===== src/design/nfr_pkg.sv =====
// Package for the nearest-frame resampler: widths, register indexes and
// fixed-point constants. No dependencies; used by nearest_frame_resampler.
package nfr_pkg;

    // default frame width, all channels packed
    localparam int FRAME_BITS_DEF = 64;

    // phase accumulator, unsigned Q1.32
    localparam int PHASE_W   = 33;
    localparam int STEP_W    = 32;

    // longest run of repeated frames for one input word
    localparam int RUN_MAX   = 64;
    localparam int RUN_CNT_W = $clog2(RUN_MAX);

    // configuration port
    localparam int CFG_IDX_W  = 2;
    localparam int CFG_DATA_W = 32;

    localparam logic [CFG_IDX_W-1:0] REG_MODE_UP    = CFG_IDX_W'(0);
    localparam logic [CFG_IDX_W-1:0] REG_PHASE_STEP = CFG_IDX_W'(1);

    // reset values and phase constants
    localparam logic               MODE_UP_RST    = 1'b1;
    localparam logic [STEP_W-1:0]  PHASE_STEP_RST = 32'h8000_0000;
    localparam logic [PHASE_W-1:0] PHASE_ZERO     = 33'h0_0000_0000;
    localparam logic [PHASE_W-1:0] PHASE_ONE      = 33'h1_0000_0000;

endpackage


===== src/design/nearest_frame_resampler.sv =====
// Top level of the nearest-frame resampler: handshake, sequencer, phase
// accumulator with its shared adder, and the output register.
// Depends on nfr_pkg.

// Nearest-neighbor frame resampler. Each input word is one packed audio frame;
// the block answers with zero or more copies of it, tagged last_of_run on the
// final copy. A phase accumulator in unsigned Q1.32 (1.0 = 2^32) decides the
// count. With mode_up = 1 a frame is repeated, phase_step added per copy, until
// the phase reaches 1.0 (then 1.0 is subtracted) or 64 copies have been sent.
// With mode_up = 0 each frame adds phase_step once and is passed on only when
// the phase reaches 1.0. Writing mode_up reloads the phase (0 up, 1.0 down).
// Timing: one 33-bit adder is stepped once per cycle by a two-state sequencer
// while it runs and the output is free. An input word is accepted while idle;
// in up mode one copy then goes out per step, N = 1..64 copies per item, and
// in down mode at most one. in_ready is low while a word is being worked on.
// An output register separates the consumer, so a new input is taken while
// the last copy still waits to be read.
module nearest_frame_resampler #(
    parameter int FRAME_BITS = nfr_pkg::FRAME_BITS_DEF
) (
    input  logic                           clk,
    input  logic                           rst_n,

    input  logic                           cfg_we,
    input  logic [nfr_pkg::CFG_IDX_W-1:0]  cfg_idx,
    input  logic [nfr_pkg::CFG_DATA_W-1:0] cfg_data,

    input  logic                           in_valid,
    output logic                           in_ready,
    input  logic [FRAME_BITS-1:0]          frame_in,

    output logic                           out_valid,
    input  logic                           out_ready,
    output logic [FRAME_BITS-1:0]          frame_out,
    output logic                           last_of_run
);

    localparam logic ST_IDLE = 1'b0;
    localparam logic ST_RUN  = 1'b1;

    logic                              state_reg, state_next;
    logic                              mode_up_reg, mode_up_next;
    logic [nfr_pkg::STEP_W-1:0]        step_reg, step_next;
    logic [nfr_pkg::PHASE_W-1:0]       phase_reg, phase_next;
    logic [nfr_pkg::RUN_CNT_W-1:0]     cnt_reg, cnt_next;
    logic [FRAME_BITS-1:0]             frame_reg, frame_next;
    logic                              out_valid_reg, out_valid_next;
    logic [FRAME_BITS-1:0]             out_frame_reg, out_frame_next;
    logic                              out_last_reg, out_last_next;

    logic                              in_acc;
    logic                              out_free;
    logic                              step_go;
    logic [nfr_pkg::PHASE_W-1:0]       sum;
    logic                              sum_ge_one;
    logic [nfr_pkg::PHASE_W-1:0]       sum_wrapped;
    logic                              cnt_full;

    // shared phase adder, 33-bit wrap, and the 1.0 crossing
    assign sum         = phase_reg + {1'b0, step_reg};
    assign sum_ge_one  = sum[nfr_pkg::PHASE_W-1];
    assign sum_wrapped = {1'b0, sum[nfr_pkg::PHASE_W-2:0]};
    assign cnt_full    = (cnt_reg == nfr_pkg::RUN_CNT_W'(nfr_pkg::RUN_MAX - 1));

    assign in_ready = (state_reg == ST_IDLE);
    assign in_acc   = in_valid && in_ready;
    assign out_free = !out_valid_reg || out_ready;
    assign step_go  = (state_reg == ST_RUN) && out_free;

    // sequencer, phase update and output load
    always_comb
    begin
        state_next     = state_reg;
        mode_up_next   = mode_up_reg;
        step_next      = step_reg;
        phase_next     = phase_reg;
        cnt_next       = cnt_reg;
        frame_next     = frame_reg;
        out_valid_next = out_valid_reg && !out_ready;
        out_frame_next = out_frame_reg;
        out_last_next  = out_last_reg;

        case (state_reg)
            ST_IDLE:
            begin
                if (in_acc)
                begin
                    frame_next = frame_in;
                    cnt_next   = '0;
                    state_next = ST_RUN;
                end
            end
            ST_RUN:
            begin
                if (step_go)
                begin
                    phase_next = sum_ge_one ? sum_wrapped : sum;
                    if (mode_up_reg)
                    begin
                        // one copy per cycle while the output is free, until 1.0 or the run cap
                        out_valid_next = 1'b1;
                        out_frame_next = frame_reg;
                        out_last_next  = sum_ge_one || cnt_full;
                        cnt_next       = cnt_reg + 1'b1;
                        if (sum_ge_one || cnt_full)
                            state_next = ST_IDLE;
                    end
                    else
                    begin
                        // at most one copy, only on the 1.0 crossing
                        if (sum_ge_one)
                        begin
                            out_valid_next = 1'b1;
                            out_frame_next = frame_reg;
                            out_last_next  = 1'b1;
                        end
                        state_next = ST_IDLE;
                    end
                end
            end
            default:
            begin
                state_next = ST_IDLE;
            end
        endcase

        // register writes; the user must write only while idle, the block does not enforce it
        if (cfg_we)
        begin
            case (cfg_idx)
                nfr_pkg::REG_MODE_UP:
                begin
                    mode_up_next = cfg_data[0];
                    phase_next   = cfg_data[0] ? nfr_pkg::PHASE_ZERO : nfr_pkg::PHASE_ONE;
                end
                nfr_pkg::REG_PHASE_STEP:
                begin
                    step_next = cfg_data[nfr_pkg::STEP_W-1:0];
                end
                default:
                begin
                    step_next = step_reg;
                end
            endcase
        end
    end

    // control state
    always_ff @(posedge clk or negedge rst_n)
    begin
        if (!rst_n)
        begin
            state_reg     <= ST_IDLE;
            mode_up_reg   <= nfr_pkg::MODE_UP_RST;
            step_reg      <= nfr_pkg::PHASE_STEP_RST;
            phase_reg     <= nfr_pkg::PHASE_ZERO;
            cnt_reg       <= '0;
            out_valid_reg <= 1'b0;
        end
        else
        begin
            state_reg     <= state_next;
            mode_up_reg   <= mode_up_next;
            step_reg      <= step_next;
            phase_reg     <= phase_next;
            cnt_reg       <= cnt_next;
            out_valid_reg <= out_valid_next;
        end
    end

    // payload
    always_ff @(posedge clk)
    begin
        frame_reg     <= frame_next;
        out_frame_reg <= out_frame_next;
        out_last_reg  <= out_last_next;
    end

    assign out_valid   = out_valid_reg;
    assign frame_out   = out_frame_reg;
    assign last_of_run = out_last_reg;

`ifndef SYNTHESIS
    // up mode rests below 1.0 between words
    a_up_phase_below_one: assert property (@(posedge clk) disable iff (!rst_n)
        (state_reg == ST_IDLE && mode_up_reg) |-> !phase_reg[nfr_pkg::PHASE_W-1])
        else $error("up-mode phase at or above 1.0 while idle");

    // down mode rests at or below 1.0 between words
    a_down_phase_max_one: assert property (@(posedge clk) disable iff (!rst_n)
        (state_reg == ST_IDLE && !mode_up_reg) |->
        (!phase_reg[nfr_pkg::PHASE_W-1] || phase_reg[nfr_pkg::PHASE_W-2:0] == '0))
        else $error("down-mode phase above 1.0 while idle");

    // an accepted word starts a run
    a_accept_starts_run: assert property (@(posedge clk) disable iff (!rst_n)
        (in_valid && in_ready) |=> (state_reg == ST_RUN && cnt_reg == '0))
        else $error("accepted word did not start a run");

    // a down-mode copy is always the last of its run
    a_down_single_copy: assert property (@(posedge clk) disable iff (!rst_n)
        (step_go && !mode_up_reg && sum_ge_one) |=> (out_valid_reg && out_last_reg))
        else $error("down-mode copy not flagged last");
`endif

endmodule

===== config.mk =====
export PLATFORM = sky130hd
export DESIGN_NAME = nearest_frame_resampler
export DESIGN_NICKNAME = d
export VERILOG_FILES = /design/src/design/nfr_pkg.sv /design/src/design/nearest_frame_resampler.sv
export SDC_FILE = /design/constraint.sdc
export NUM_CORES = 1
export LEC_CHECK = 0
export ABC_CLOCK_PERIOD_IN_PS = 7400
export BUFFER_PORTS_ARGS = -buffer_cell sky130_fd_sc_hd__clkbuf_2
export CORE_ASPECT_RATIO = 1.2
export CORE_MARGIN = 3
export CORE_UTILIZATION = 55
export DETAILED_ROUTE_END_ITERATION = 10
export GPL_TIMING_DRIVEN = 1
export PLACE_DENSITY = 0.79
export SYNTH_ARGS = -nofsm -noshare
export SYNTH_HDL_FRONTEND = slang
export SYNTH_SLANG_ARGS = --single-unit

===== constraint.sdc =====
create_clock -name clk -period 7.4 [get_ports clk]
set_input_delay 0.74 -clock clk [delete_from_list [all_inputs] [get_ports clk]]
set_output_delay 0.74 -clock clk [all_outputs]
set_load 0.02 [all_outputs]

==> summary.md <==
| Metric | Value |
|---|---|
| Peak supply drop | `0.385 mV` |
| CP peak stage delay | `630 ps` |
| Largest buffer count on any clock path | `3` |
| WHS | `408 ps` |
| Slowest stage cell, crit path | `buf_4` |
| Clock sinks | `203` |
| Reg2Reg Setup Slack | `3790 ps` |
| Worst Reg-to-Reg Cells | `10` |
| Mapped Cells | `664` |
| Synthesized area | `8750 µm²` |
| Crit-path cells | `ha_1 -> fa_1 -> a21o_1 -> a221oi_1 -> o21a_1 -> o21ai_4 -> o22ai_2 -> mux2_4 -> nor2_4 -> buf_4` |
| WP depth | `10` |
| Hold Crit Depth | `0` |
| DRT Pass-1 Iters | `5` |
| Power per cell area | `435 nW/µm²` |
| Nets | `981` |
| EDFF count, synth | `129` |
| Avg WL per Cell | `19.3 µm` |
| Max-Slew Margin vs Limit | `39.5%` |
| Crit share post-route | `48.7%` |
| Final TNS setup | `0 ps` |
| Crit path capture | `frame_out[39]` |
| Synth unique cells | `65` |
| Hold Fails Final Rpt | `0` |
| Combinational Power Share | `39.3%` |
| Fraction of layout cells with a size suffix above 1 | `30.1%` |
| Largest area contributor in the netlist | `edfxtp_1` |
| CP Capture Type | `flip-flop` |
| HPWL after DPL | `14500 µm` |
| Clk_lat worst skew | `480 ps` |
| Final min period | `3610 ps` |
| Worst r2r src | `step_reg[0]` |
| Crit path buffers/inverters | `1` |
| Initial core utilization | `57.3%` |
| Ant diodes | `0` |
| Largest net degree at the start of global routing | `75` |
| Outcome | `complete, no violations` |
| RSZ-0062 raised after global routing | `no` |
| Leakage Power | `4.41 nW` |
| Die H | `144 µm` |
| Vias in the first global route | `6045` |
| Share of the synthesized area in the top cell type | `44.3%` |
| CTS Hold Bufs | `0` |
| Commonest non-fill, non-tap cell in the layout | `clkbuf_2` |
| FF+latch count, synth | `203` |
| TritonCTS Buffers | `21` |
| Routability congestion estimate | `0.978` |
| Post-DRT Antenna Nets | `0` |
| Slew Limit Fails | `0` |
| Boundary Pins | `170` |
| Fin Clk Skew | `16.8 ps` |
| Initial antenna violation count | `0` |
| Total grt overflow | `0` |
| Capture point of the worst reg-to-reg path | `frame_out[39]` |
| Worst-Margin Slew | `908 ps` |
| Total wire length | `20500 µm` |
| Syn Nets | `801` |
| Gr usage total | `23.2%` |
| Die Wd | `121 µm` |
| Setup repair bufs after CTS | `0` |
| Syn. warnings | `0` |
| Synth area leaders | `edfxtp_1 (44%), dfrtp_1 (21%), ha_1 (4.7%), mux2_2 (4.1%), a21oi_1 (3.1%)` |
| Vias | `6070` |
| Root Buffer | `clkbuf_16` |
| Placeable Area | `15300 µm²` |
| Avg Synthesized Cell Area | `13.2 µm²` |
| Post-CTS resize count | `0` |
| Sequential-to-total area share from yosys stat | `65.4%` |
| HP Class | `reg2reg` |
| Clock Pin Slew Worst Setup and Hold Paths | `60 ps` |
| Critical Path RT | `7490 ps` |
| Switch share | `37.5%` |
| Global-route wire length before repair | `32000 µm` |
| Commonest cells after routing, fill and taps aside | `clkbuf_2 (168), edfxtp_1 (129), dfrtp_1 (72)` |
| Internal power | `0.00286 W` |
| CP max FO | `65` |
| Die Area | `17500 µm²` |
| NetSw | `0.00172 W` |
| 1st-iter DRT viols | `481` |
| MaxCap Viol Count | `0` |
| Vias per cell | `5.72` |
| Clock share of power | `22.6%` |
| CTS tree | `built` |
| Worst Setup SP | `step_reg[0]` |
| Ys flop type | `edfxtp_1` |
| Fmax | `277 MHz` |
| Area growth, synth to finish | `20.3%` |
| Worst Setup Path Type | `reg2reg` |
| DRC | `0` |
| Sequential power share | `38.1%` |
| H-tree depth | `1` |
| Ys async rst share | `36.5%` |
| Setup violators final | `0` |
| Crit path max-delay family | `compound AO/OA/AOI/OAI gates` |
| Row count | `49` |
| CP startpoint kind | `flip-flop` |
| CP arrival | `3700 ps` |
| IO Port Bufs | `169` |
## Yosys cell counts (4+ instances only)
library cell / n
dfrtp_1: 72
nor2_1: 34
xor2_1: 10
nand2_1: 67
a31oi_1: 10
edfxtp_1: 129
inv_1: 12
o21ai_0: 32
a21o_1: 13
o21a_1: 6
o211ai_1: 7
mux2_2: 32
xnor2_1: 10
a21oi_1: 55
clkbuf_1: 16
nand4_1: 12
mux2i_1: 4
o21bai_1: 4
nand3_1: 17
a211oi_1: 7
o21ai_1: 6
nor3_1: 9
and2_1: 5
ha_1: 33
and3_1: 7
## power groups by stage
stage | Clock, W | Combinational (W) | Sequential [W]
final | 0.00104 | 0.00180 | 0.00174
after CTS | 0.00105 | 0.00179 | 0.00174
after floorplan | 0 | 0.00114 | 0.00189
after detailed placement | 0 | 0.00178 | 0.00176
after global routing | 0.00110 | 0.00199 | 0.00177
after global placement | 0 | 0.00174 | 0.00174
## logic make-up after synthesis
kind of cell / Yosys count / synth area share, %
AO/OA/AOI/OAI: 163 / 11.9
XOR/XNOR: 20 / 2.00
adder cells (fa/ha/maj): 34 / 4.95
buffers and inverters: 32 / 1.41
flip-flops: 203 / 65.4
multiplexers: 37 / 4.75
AND/OR/NAND/NOR: 175 / 9.56
## metrics by stage
step                      instances  setup WS (ps)  instance area, µm²  total power [W]  util [%]
after floorplan                 664           1910                8750          0.00303         -
after global placement         1025           3910                9850          0.00348      64.5
after detailed placement       1025           3800                9850          0.00354      64.5
after CTS                      1062           3770               10500          0.00459      69.0
after global routing           1062           3550               10500          0.00486      69.0
final                          1062           3790               10500          0.00458      69.0
## area by class of cell
class,count,area [µm²]
repair buffers,177,906
well taps,204,255
flip-flops and latches,203,5730
clock inverters,11,139
multi-input cells,429,2910
clock buffers,26,544
inverters,12,45.0
fillers,1038,4730
## layer usage
layer / GRT usage, % / vias up / share of wire (%)
li1: - / 2859 / -
met1: 30.1 / 2929 / 40
met2: 40.6 / 242 / 50
met3: 3.83 / 40 / 7.6
met4: 6.84 / 0 / 2.5
met5: 0 / - / 0
## worst min-delay path by stage
stage / slack, ps / to / from
after global placement: 400 / frame_out[44] / frame_reg[44]
after global routing: 420 / frame_out[4] / frame_reg[4]
final: 410 / frame_out[4] / frame_reg[4]
after CTS: 410 / frame_out[4] / frame_reg[4]
after floorplan: 400 / frame_out[0] / frame_reg[0]
after detailed placement: 400 / frame_out[1] / frame_reg[1]
No activity file was read; power rests on OpenSTA's default activity.
